File: src/hdl/i2cm_pkg.sv
`default_nettype none
package i2cm_pkg;

  localparam int MAX_BYTES = 8;
  localparam int CNT_W = $clog2(MAX_BYTES + 2);
  localparam int IDX_W = (MAX_BYTES > 1) ? $clog2(MAX_BYTES) : 1;

  typedef enum logic [1:0] {
    ACT_TICK     = 2'd0,
    ACT_LOAD     = 2'd1,
    ACT_START_WR = 2'd2,
    ACT_START_RD = 2'd3
  } action_e;

  typedef enum logic [1:0] {
    CMD_TICK  = 2'd0,
    CMD_LOAD  = 2'd1,
    CMD_START = 2'd2
  } cmd_kind_e;

  typedef enum logic [1:0] {
    CFG_SHORT_HOLD = 2'd0,
    CFG_LONG_HOLD  = 2'd1,
    CFG_DEV_ADDR   = 2'd2
  } cfg_index_e;

  typedef struct packed {
    cmd_kind_e        kind;
    logic             is_read;
    logic [7:0]       wbyte;
    logic [CNT_W-1:0] len;
    logic             sda;
  } cmd_t;

  typedef struct packed {
    logic       scl;
    logic       sda;
    logic [7:0] read_data;
    logic       read_valid;
    logic       busy;
    logic       done;
    logic       ack_missing;
  } res_t;

endpackage
`default_nettype wire

File: src/hdl/i2cm_front.sv
`default_nettype none
module i2cm_front (
  input  wire logic          clk_i,
  input  wire logic          rst_ni,
  input  wire logic          push,
  output logic               full,
  input  wire logic [1:0]    action_i,
  input  wire logic [7:0]    write_byte_i,
  input  wire logic [3:0]    byte_count_i,
  input  wire logic          sda_in_i,
  output logic               cmd_valid_o,
  output i2cm_pkg::cmd_t     cmd_o,
  input  wire logic          cmd_take_i
);
  import i2cm_pkg::*;

  cmd_t       cmd_new;
  cmd_t       mem_q [2];
  logic       wr_ptr_q, rd_ptr_q;
  logic [1:0] cnt_q;
  logic       wr_en, rd_en;

  always_comb begin
    cmd_new.wbyte   = write_byte_i;
    cmd_new.sda     = sda_in_i;
    cmd_new.is_read = 1'b0;
    cmd_new.kind    = CMD_TICK;
    if (32'(byte_count_i) > 32'(MAX_BYTES)) begin
      cmd_new.len = CNT_W'(MAX_BYTES);
    end else begin
      cmd_new.len = CNT_W'(byte_count_i);
    end
    case (action_e'(action_i))
      ACT_TICK:     cmd_new.kind = CMD_TICK;
      ACT_LOAD:     cmd_new.kind = CMD_LOAD;
      ACT_START_WR: cmd_new.kind = CMD_START;
      ACT_START_RD: begin
        cmd_new.kind    = CMD_START;
        cmd_new.is_read = 1'b1;
      end
      default:      cmd_new.kind = CMD_TICK;
    endcase
  end

  assign full        = (cnt_q == 2'd2);
  assign cmd_valid_o = (cnt_q != 2'd0);
  assign cmd_o       = mem_q[rd_ptr_q];
  assign wr_en       = push && !full;
  assign rd_en       = cmd_take_i && cmd_valid_o;

  always_ff @(posedge clk_i) begin
    if (wr_en) begin
      mem_q[wr_ptr_q] <= cmd_new;
    end
  end

  always_ff @(posedge clk_i or negedge rst_ni) begin
    if (!rst_ni) begin
      wr_ptr_q <= 1'b0;
      rd_ptr_q <= 1'b0;
      cnt_q    <= 2'd0;
    end else begin
      if (wr_en) begin
        wr_ptr_q <= !wr_ptr_q;
      end
      if (rd_en) begin
        rd_ptr_q <= !rd_ptr_q;
      end
      if (wr_en && !rd_en) begin
        cnt_q <= cnt_q + 2'd1;
      end else if (rd_en && !wr_en) begin
        cnt_q <= cnt_q - 2'd1;
      end
    end
  end

endmodule
`default_nettype wire

File: src/hdl/i2cm_back.sv
`default_nettype none
module i2cm_back (
  input  wire logic          clk_i,
  input  wire logic          rst_ni,
  input  wire logic          cfg_we_i,
  input  wire logic [1:0]    cfg_index_i,
  input  wire logic [7:0]    cfg_data_i,
  input  wire logic          cmd_valid_i,
  input  wire i2cm_pkg::cmd_t cmd_i,
  output logic               cmd_take_o,
  input  wire logic          res_full_i,
  output logic               res_push_o,
  output i2cm_pkg::res_t     res_o
);
  import i2cm_pkg::*;

  localparam logic [3:0] PH_IDLE      = 4'd0;
  localparam logic [3:0] PH_ST1       = 4'd1;
  localparam logic [3:0] PH_ST2       = 4'd2;
  localparam logic [3:0] PH_ST3       = 4'd3;
  localparam logic [3:0] PH_ST4       = 4'd4;
  localparam logic [3:0] PH_BIT_LOW   = 4'd5;
  localparam logic [3:0] PH_BIT_DATA  = 4'd6;
  localparam logic [3:0] PH_BIT_HIGH  = 4'd7;
  localparam logic [3:0] PH_ACK_LOW   = 4'd8;
  localparam logic [3:0] PH_ACK_DATA  = 4'd9;
  localparam logic [3:0] PH_ACK_HIGH  = 4'd10;
  localparam logic [3:0] PH_STOP_LOW  = 4'd11;
  localparam logic [3:0] PH_STOP_HIGH = 4'd12;

  function automatic logic [7:0] hold_of(input logic [7:0] v);
    return (v == 8'd0) ? 8'd1 : v;
  endfunction

  logic [7:0]       short_hold_q, long_hold_q, dev_addr_q;
  logic [3:0]       phase_q, phase_d;
  logic [7:0]       hold_q, hold_d;
  logic [3:0]       bit_q, bit_d;
  logic [CNT_W-1:0] byte_idx_q, byte_idx_d;
  logic [7:0]       shift_q, shift_d;
  logic [7:0]       wbuf_q [MAX_BYTES];
  logic [7:0]       wbuf_rd_q;
  logic [CNT_W-1:0] load_ptr_q, load_ptr_d;
  logic             nack_q, nack_d;
  logic             scl_q, scl_d;
  logic             sda_q, sda_d;
  logic             is_read_q, is_read_d;
  logic [CNT_W-1:0] txn_len_q, txn_len_d;

  logic             wb_we;
  logic [CNT_W-1:0] next_idx, begin_idx;
  logic [7:0]       begin_shift;
  logic             receiving;
  logic [7:0]       shifted;
  logic [3:0]       bit_inc;
  logic [7:0]       rdata;
  logic             rvalid, done;

  assign cmd_take_o = cmd_valid_i && !res_full_i;
  assign res_push_o = cmd_take_o;

  assign receiving = is_read_q && (byte_idx_q != '0);
  assign next_idx  = byte_idx_q + CNT_W'(1);
  assign begin_idx = (phase_q == PH_ST4) ? byte_idx_q : next_idx;
  assign shifted   = {shift_q[6:0], receiving ? cmd_i.sda : 1'b0};
  assign bit_inc   = bit_q + 4'd1;

  // The next write byte sits at the current byte index; its read register
  // settles long before the acknowledge phase that loads it.
  always_comb begin
    if (begin_idx == '0) begin
      begin_shift = dev_addr_q + {7'd0, is_read_q};
    end else if (is_read_q) begin
      begin_shift = 8'd0;
    end else begin
      begin_shift = wbuf_rd_q;
    end
  end

  always_comb begin
    phase_d    = phase_q;
    hold_d     = hold_q;
    bit_d      = bit_q;
    byte_idx_d = byte_idx_q;
    shift_d    = shift_q;
    load_ptr_d = load_ptr_q;
    nack_d     = nack_q;
    scl_d      = scl_q;
    sda_d      = sda_q;
    is_read_d  = is_read_q;
    txn_len_d  = txn_len_q;
    wb_we      = 1'b0;
    rdata      = 8'd0;
    rvalid     = 1'b0;
    done       = 1'b0;
    if (phase_q == PH_IDLE) begin
      if (cmd_i.kind == CMD_LOAD) begin
        if (load_ptr_q < CNT_W'(MAX_BYTES)) begin
          wb_we      = 1'b1;
          load_ptr_d = load_ptr_q + CNT_W'(1);
        end
      end else if (cmd_i.kind == CMD_START) begin
        is_read_d  = cmd_i.is_read;
        txn_len_d  = cmd_i.len;
        load_ptr_d = '0;
        nack_d     = 1'b0;
        byte_idx_d = '0;
        bit_d      = 4'd0;
        sda_d      = 1'b1;
        phase_d    = PH_ST1;
        hold_d     = hold_of(short_hold_q);
      end
    end else if (hold_q > 8'd1) begin
      hold_d = hold_q - 8'd1;
    end else begin
      case (phase_q)
        PH_ST1: begin
          scl_d   = 1'b1;
          phase_d = PH_ST2;
          hold_d  = hold_of(long_hold_q);
        end
        PH_ST2: begin
          sda_d   = 1'b0;
          phase_d = PH_ST3;
          hold_d  = hold_of(long_hold_q);
        end
        PH_ST3: begin
          scl_d   = 1'b0;
          phase_d = PH_ST4;
          hold_d  = hold_of(long_hold_q);
        end
        PH_ST4: begin
          shift_d = begin_shift;
          bit_d   = 4'd0;
          scl_d   = 1'b0;
          phase_d = PH_BIT_LOW;
          hold_d  = hold_of(short_hold_q);
        end
        PH_BIT_LOW: begin
          sda_d   = receiving ? 1'b1 : shift_q[7];
          phase_d = PH_BIT_DATA;
          hold_d  = hold_of(short_hold_q);
        end
        PH_BIT_DATA: begin
          scl_d   = 1'b1;
          phase_d = PH_BIT_HIGH;
          hold_d  = hold_of(short_hold_q);
        end
        PH_BIT_HIGH: begin
          shift_d = shifted;
          bit_d   = bit_inc;
          scl_d   = 1'b0;
          hold_d  = hold_of(short_hold_q);
          if (bit_inc >= 4'd8) begin
            if (receiving) begin
              rdata  = shifted;
              rvalid = 1'b1;
            end
            phase_d = PH_ACK_LOW;
          end else begin
            phase_d = PH_BIT_LOW;
          end
        end
        PH_ACK_LOW: begin
          if (receiving) begin
            sda_d = (byte_idx_q >= txn_len_q);
          end else begin
            sda_d = 1'b1;
          end
          phase_d = PH_ACK_DATA;
          hold_d  = hold_of(short_hold_q);
        end
        PH_ACK_DATA: begin
          scl_d   = 1'b1;
          phase_d = PH_ACK_HIGH;
          hold_d  = hold_of(short_hold_q);
        end
        PH_ACK_HIGH: begin
          if (!receiving && cmd_i.sda) begin
            nack_d = 1'b1;
          end
          byte_idx_d = next_idx;
          hold_d     = hold_of(short_hold_q);
          scl_d      = 1'b0;
          if (next_idx > txn_len_q) begin
            sda_d   = 1'b0;
            phase_d = PH_STOP_LOW;
          end else begin
            shift_d = begin_shift;
            bit_d   = 4'd0;
            phase_d = PH_BIT_LOW;
          end
        end
        PH_STOP_LOW: begin
          scl_d   = 1'b1;
          phase_d = PH_STOP_HIGH;
          hold_d  = hold_of(long_hold_q);
        end
        PH_STOP_HIGH: begin
          sda_d   = 1'b1;
          phase_d = PH_IDLE;
          hold_d  = 8'd0;
          done    = 1'b1;
        end
        default: begin
          phase_d = PH_IDLE;
          hold_d  = 8'd0;
          scl_d   = 1'b1;
          sda_d   = 1'b1;
        end
      endcase
    end
  end

  always_comb begin
    res_o.scl         = scl_d;
    res_o.sda         = sda_d;
    res_o.read_data   = rdata;
    res_o.read_valid  = rvalid;
    res_o.busy        = (phase_d != PH_IDLE);
    res_o.done        = done;
    res_o.ack_missing = nack_d;
  end

  always_ff @(posedge clk_i) begin
    if (cmd_take_o && wb_we) begin
      wbuf_q[load_ptr_q[IDX_W-1:0]] <= cmd_i.wbyte;
    end
    wbuf_rd_q <= wbuf_q[byte_idx_q[IDX_W-1:0]];
  end

  always_ff @(posedge clk_i or negedge rst_ni) begin
    if (!rst_ni) begin
      short_hold_q <= 8'd2;
      long_hold_q  <= 8'd5;
      dev_addr_q   <= 8'd192;
    end else if (cfg_we_i) begin
      case (cfg_index_e'(cfg_index_i))
        CFG_SHORT_HOLD: short_hold_q <= cfg_data_i;
        CFG_LONG_HOLD:  long_hold_q  <= cfg_data_i;
        CFG_DEV_ADDR:   dev_addr_q   <= cfg_data_i;
        default:        ;
      endcase
    end
  end

  always_ff @(posedge clk_i or negedge rst_ni) begin
    if (!rst_ni) begin
      phase_q    <= PH_IDLE;
      hold_q     <= 8'd0;
      bit_q      <= 4'd0;
      byte_idx_q <= '0;
      shift_q    <= 8'd0;
      load_ptr_q <= '0;
      nack_q     <= 1'b0;
      scl_q      <= 1'b1;
      sda_q      <= 1'b1;
      is_read_q  <= 1'b0;
      txn_len_q  <= '0;
    end else if (cmd_take_o) begin
      phase_q    <= phase_d;
      hold_q     <= hold_d;
      bit_q      <= bit_d;
      byte_idx_q <= byte_idx_d;
      shift_q    <= shift_d;
      load_ptr_q <= load_ptr_d;
      nack_q     <= nack_d;
      scl_q      <= scl_d;
      sda_q      <= sda_d;
      is_read_q  <= is_read_d;
      txn_len_q  <= txn_len_d;
    end
  end

endmodule
`default_nettype wire

File: src/hdl/i2cm_resq.sv
`default_nettype none
module i2cm_resq (
  input  wire logic          clk_i,
  input  wire logic          rst_ni,
  input  wire logic          res_push_i,
  input  wire i2cm_pkg::res_t res_i,
  output logic               res_full_o,
  output logic               empty,
  input  wire logic          pop,
  output i2cm_pkg::res_t     res_o
);
  import i2cm_pkg::*;

  res_t       mem_q [2];
  logic       wr_ptr_q, rd_ptr_q;
  logic [1:0] cnt_q;
  logic       wr_en, rd_en;

  assign res_full_o = (cnt_q == 2'd2);
  assign empty      = (cnt_q == 2'd0);
  assign res_o      = mem_q[rd_ptr_q];
  assign wr_en      = res_push_i && !res_full_o;
  assign rd_en      = pop && !empty;

  always_ff @(posedge clk_i) begin
    if (wr_en) begin
      mem_q[wr_ptr_q] <= res_i;
    end
  end

  always_ff @(posedge clk_i or negedge rst_ni) begin
    if (!rst_ni) begin
      wr_ptr_q <= 1'b0;
      rd_ptr_q <= 1'b0;
      cnt_q    <= 2'd0;
    end else begin
      if (wr_en) begin
        wr_ptr_q <= !wr_ptr_q;
      end
      if (rd_en) begin
        rd_ptr_q <= !rd_ptr_q;
      end
      if (wr_en && !rd_en) begin
        cnt_q <= cnt_q + 2'd1;
      end else if (rd_en && !wr_en) begin
        cnt_q <= cnt_q - 2'd1;
      end
    end
  end

endmodule
`default_nettype wire

File: src/hdl/i2c_bitbang_transaction_master_core.sv
// An accepted item is registered in the command queue and its result in the result queue,
// whose head drives the result ports; the sequencer logic between them is combinational.
// Throughput: one item per cycle; the pin sequencer retires one item per cycle
// whenever the two-entry command queue holds one and the result queue has room.
// Reset is asynchronous and active low: queues empty, sequencer idle, both
// lines released high, hold registers at 2 and 5, device address 0xC0.
`default_nettype none
module i2c_bitbang_transaction_master_core (
  input  wire logic       clk_i,
  input  wire logic       rst_ni,
  input  wire logic       cfg_we_i,
  input  wire logic [1:0] cfg_index_i,
  input  wire logic [7:0] cfg_data_i,
  input  wire logic       push,
  output logic            full,
  input  wire logic [1:0] action_i,
  input  wire logic [7:0] write_byte_i,
  input  wire logic [3:0] byte_count_i,
  input  wire logic       sda_in_i,
  output logic            empty,
  input  wire logic       pop,
  output logic            scl_level_o,
  output logic            sda_level_o,
  output logic [7:0]      read_data_o,
  output logic            read_valid_o,
  output logic            busy_res_o,
  output logic            done_res_o,
  output logic            ack_missing_o
);
  import i2cm_pkg::*;

  cmd_t cmd;
  logic cmd_valid, cmd_take;
  res_t res_new, res_head;
  logic res_push, res_full;

  i2cm_front u_front (
    .clk_i        (clk_i),
    .rst_ni       (rst_ni),
    .push         (push),
    .full         (full),
    .action_i     (action_i),
    .write_byte_i (write_byte_i),
    .byte_count_i (byte_count_i),
    .sda_in_i     (sda_in_i),
    .cmd_valid_o  (cmd_valid),
    .cmd_o        (cmd),
    .cmd_take_i   (cmd_take)
  );

  i2cm_back u_back (
    .clk_i       (clk_i),
    .rst_ni      (rst_ni),
    .cfg_we_i    (cfg_we_i),
    .cfg_index_i (cfg_index_i),
    .cfg_data_i  (cfg_data_i),
    .cmd_valid_i (cmd_valid),
    .cmd_i       (cmd),
    .cmd_take_o  (cmd_take),
    .res_full_i  (res_full),
    .res_push_o  (res_push),
    .res_o       (res_new)
  );

  i2cm_resq u_resq (
    .clk_i      (clk_i),
    .rst_ni     (rst_ni),
    .res_push_i (res_push),
    .res_i      (res_new),
    .res_full_o (res_full),
    .empty      (empty),
    .pop        (pop),
    .res_o      (res_head)
  );

  assign scl_level_o   = res_head.scl;
  assign sda_level_o   = res_head.sda;
  assign read_data_o   = res_head.read_data;
  assign read_valid_o  = res_head.read_valid;
  assign busy_res_o    = res_head.busy;
  assign done_res_o    = res_head.done;
  assign ack_missing_o = res_head.ack_missing;

endmodule
`default_nettype wire

File: config.mk
export PLATFORM = sky130hd
export DESIGN_NAME = i2c_bitbang_transaction_master_core
export DESIGN_NICKNAME = d
export VERILOG_FILES = /design/src/hdl/i2cm_pkg.sv /design/src/hdl/i2cm_front.sv /design/src/hdl/i2cm_back.sv /design/src/hdl/i2cm_resq.sv /design/src/hdl/i2c_bitbang_transaction_master_core.sv
export SDC_FILE = /design/constraint.sdc
export NUM_CORES = 1
export LEC_CHECK = 0
export ABC_AREA = 1
export BUFFER_PORTS_ARGS = -buffer_cell sky130_fd_sc_hd__buf_4
export CORE_AREA = 2 2 144 146
export CTS_CLUSTER_DIAMETER = 120
export DETAILED_ROUTE_END_ITERATION = 10
export DIE_AREA = 0 0 146 148
export GPL_TIMING_DRIVEN = 1
export PLACE_DENSITY = 0.67
export RECOVER_POWER = 100
export SKIP_CTS_REPAIR_TIMING = 1
export SLEW_MARGIN = 20
export SYNTH_ARGS = -nofsm -noshare
export SYNTH_HDL_FRONTEND = slang
export SYNTH_SLANG_ARGS = --single-unit
export TNS_END_PERCENT = 50
File: constraint.sdc
create_clock -name clk_i -period 3.5 [get_ports clk_i]
set_clock_uncertainty 0.1 [all_clocks]
set_input_delay 0.175 -clock clk_i [delete_from_list [all_inputs] [get_ports clk_i]]
set_output_delay 0.175 -clock clk_i [all_outputs]
set_load 0.05 [all_outputs]
==> summary.txt <==
Outcome - finished with violations
Violated checks - max-capacitance violations, max-slew violations
Post-layout net count - 1127
Final hold viol count - 0
Cell class contributing the biggest share of worst-path delay - simple AND/OR/NAND/NOR gates
R2R Path Start - u_back.phase_q[2]$_DFFE_PN0P_
Clock tree from TritonCTS - built
Post-detailed-route DRC marker count - 0
Die Wd - 146 microns
Half-perimeter wire length of the detailed placement result - 14000 microns
Maximum number of pins on one net before global-route repair - 73
Setup repair after global routing missed its margin - false
Number of flops mapped to enable cells by yosys - 124
Worst-case setup slack after placement - 0.907 ns
Port-buffer cells - 45
Leakage dissipation - 4.68 nW
Most frequent cells in the layout - sky130_fd_sc_hd__nand2_1 (270), sky130_fd_sc_hd__nor2_1 (127), sky130_fd_sc_hd__edfxtp_1 (124), sky130_fd_sc_hd__inv_1 (91), sky130_fd_sc_hd__o21ai_0 (80)
Max Cap Violations - 1
Upper clock frequency limit - 0.343 GHz
Flip-flop and latch count after synthesis - 204
Detailed Route Iter0 Violations - 497
Critical hold path startpoint - pop
Buffer type at the clock tree root - sky130_fd_sc_hd__clkbuf_16
Number of buffer and inverter stages on the critical path - 0
Post-detailed-route count of antenna-violating nets - 0
Top-area cell type share of the netlist area - 0.392
Layout Area Growth over Synthesis - 15.0%
Worst-case vdd ir drop - 407 uV
Combined global-route utilization of all metal layers - 0.191
TritonCTS Buffers - 22
Type of the worst min-delay path - input pin to register
Number of cell rows - 52
Clock Path Buffers - 3
Count of final max-slew check failures - 73
1st-pass router iterations - 5
Worst rel slew slack - -0.241
Clock-pin slew reported for the worst setup and hold paths after clock tree synthesis - 0.06 ns
Crit path arrival time - 2.94 ns
Transition time at the pin with the least slew margin - 1.86 ns
Total number of vias - 6948
Die outline height - 148 microns
Crit Path Category - register to register
WL per Instance - 15.1 microns
Net count after synthesis - 1052
Register area share after synthesis - 0.599
CTS HTree Levels - 1
Post-Synthesis Cell Area - 0.00950 sq mm
Utilization after layout - 0.546
Vias in the first global route - 6481
Setup TNS - 0 ns
Share of flip-flops with an asynchronous set or reset - 0.353
Total grt overflow - 0
Average cell area after synthesis - 9.47 sq um
Synthesized instance count - 1004
Initial antenna violation count - 0
Die outline area - 0.0216 sq mm
PwrDens - 829 mW/mm^2
Floorplan core area - 0.0200 sq mm
Most area-hungry cell type in the Yosys netlist - sky130_fd_sc_hd__edfxtp_1
Required time at the endpoint of the critical path - 3.52 ns
Leading post-synthesis cells by cell area - sky130_fd_sc_hd__edfxtp_1 (39%), sky130_fd_sc_hd__dfrtp_1 (17%), sky130_fd_sc_hd__nand2_1 (11%), sky130_fd_sc_hd__nor2_1 (4.9%), sky130_fd_sc_hd__o21ai_0 (3.9%)
Crit path time final - 2.92 ns
Final Wtd Congestion - 0.910
CP Capture Type - register
Fraction of layout cells with a size suffix above 1 - 0.0877
Effective utilization at floorplan - 0.474
Worst stage delay on the critical path - 0.96 ns
Routed vias/inst - 5.09
Antenna cells - 0
Final setup slack of the worst path - 0.581 ns
Top FF cell, synth - sky130_fd_sc_hd__edfxtp_1
CP max stage cell - sky130_fd_sc_hd__nor3_1
Startpoint type of the worst setup path - register
CP Cell Sequence - nor2_4 > nand2_4 > nor2_4 > nand2_1 > or2_0 > nor3_1
First-pass GRT wire length - 33300 microns
# clock sinks - 204
I/O Pins - 46
Launching element of the worst setup path - u_back.phase_q[2]$_DFFE_PN0P_
Most frequent standard cell in the layout excluding fill and tap cells - sky130_fd_sc_hd__nand2_1
Warnings, synthesis - 0
Most frequent CP cell - sky130_fd_sc_hd__nor2_4
Portion of the clock cycle consumed by the worst path in the final layout - 0.834
Post-Route WL - 20700 microns
Number of distinct library cells after synthesis - 47
Biggest fanout along the worst timing path - 13
Clock latency of the later-clocked register in the worst-skew pair - 0.50 ns
Final setup violation count - 0
cell usage after synthesis (7+ instances only):
cell	count
sky130_fd_sc_hd__dfstp_2	7
sky130_fd_sc_hd__nor2_1	125
sky130_fd_sc_hd__a31oi_1	13
sky130_fd_sc_hd__xor2_1	11
sky130_fd_sc_hd__inv_1	88
sky130_fd_sc_hd__a21oi_1	25
sky130_fd_sc_hd__dfrtp_1	65
sky130_fd_sc_hd__ha_1	18
sky130_fd_sc_hd__nand4_1	10
sky130_fd_sc_hd__inv_2	9
sky130_fd_sc_hd__o21ai_1	8
sky130_fd_sc_hd__nand3_1	40
sky130_fd_sc_hd__nand3b_1	7
sky130_fd_sc_hd__o22ai_1	15
sky130_fd_sc_hd__clkbuf_1	20
sky130_fd_sc_hd__nand2_1	267
sky130_fd_sc_hd__dfxtp_1	8
sky130_fd_sc_hd__edfxtp_1	124
sky130_fd_sc_hd__o21ai_0	75
tightest hold or removal path: cells and delay by family:
family	cells	cell delay, ns
xor+xnor	1	0.10
buf+inv	1	0.12
compound gates	1	0.21
sequential cells by signal, summed over array words and instances, names as in the netlist, 8 cells and up:
register             flops
u_back.dev_addr_q        8
u_back.hold_q            8
u_back.long_hold_q       8
u_back.shift_q           8
u_back.short_hold_q      8
u_back.wbuf_q           64
u_back.wbuf_rd_q         8
u_front.mem_q           32
u_resq.mem_q            28
cell families (layout without fill, tap and decap cells):
kind of cell,Yosys count,in the layout,synth area share
buffers and inverters,135,226,0.0575
and+or+nand+nor,482,482,0.218
adders and majority gates,18,18,0.0237
AOI/OAI and AO/OA,149,149,0.0868
xor gates and xnor gates,16,16,0.0147
DFF,204,204,0.599
stage by stage:
stage	cells	total power, mW	cell area (sq um)	hold slack [ns]
CTS	1341	9.29	10900	-0.265
global placement	1301	6.89	10100	0.260
finish	1365	9.06	10900	0.0502
global route	1365	9.67	10900	0.0811
floorplan	1004	5.99	9500	-0.221
detailed placement	1301	6.95	10100	0.263
layout make-up:
| type | count | area, sq um |
|---|---|---|
| Clock buffer | 27 | 579 |
| Clock inverter | 13 | 160 |
| Fill cell | 1851 | 9110 |
| Inverter | 103 | 389 |
| Multi-Input combinational cell | 665 | 3190 |
| Sequential cell | 204 | 5690 |
| Tap cell | 270 | 338 |
| Timing Repair Buffer | 83 | 579 |
per-layer routing:
metal  GRT usage  vias to the layer above  share of wire
li1            -                     3472              -
met1       0.282                     3255           0.47
met2       0.302                      188           0.46
met3      0.0235                       33          0.055
met4      0.0524                        0          0.018
met5           0                        -              0
where the power goes:
part	internal [mW]	switching, mW	total [mW]
clock network	1.41	0.930	2.34
logic	0.847	2.27	3.12
registers	3.28	0.330	3.61
total	5.53	3.53	9.06
path summary, 6_finish.rpt:
| kind | endpoint | slack [ns] | cells after the start |
|---|---|---|---|
| max | u_back.wbuf_q[2][2]$_DFFE_PP_ | 0.58 | 6 |
| min in group asynchronous | u_back.phase_q[1]$_DFFE_PN0P_ | 0.63 | 2 |
| min reg2reg | u_back.shift_q[0]$_DFFE_PN0P_ | 0.38 | 2 |
| max in group asynchronous | u_back.long_hold_q[5]$_DFFE_PN0P_ | 1.57 | 2 |
| max reg2reg | u_back.wbuf_q[2][2]$_DFFE_PP_ | 0.58 | 6 |
| min | u_resq.rd_ptr_q$_DFFE_PN0P_ | 0.05 | 3 |
Note: power is estimated with default switching activity, not from simulation.
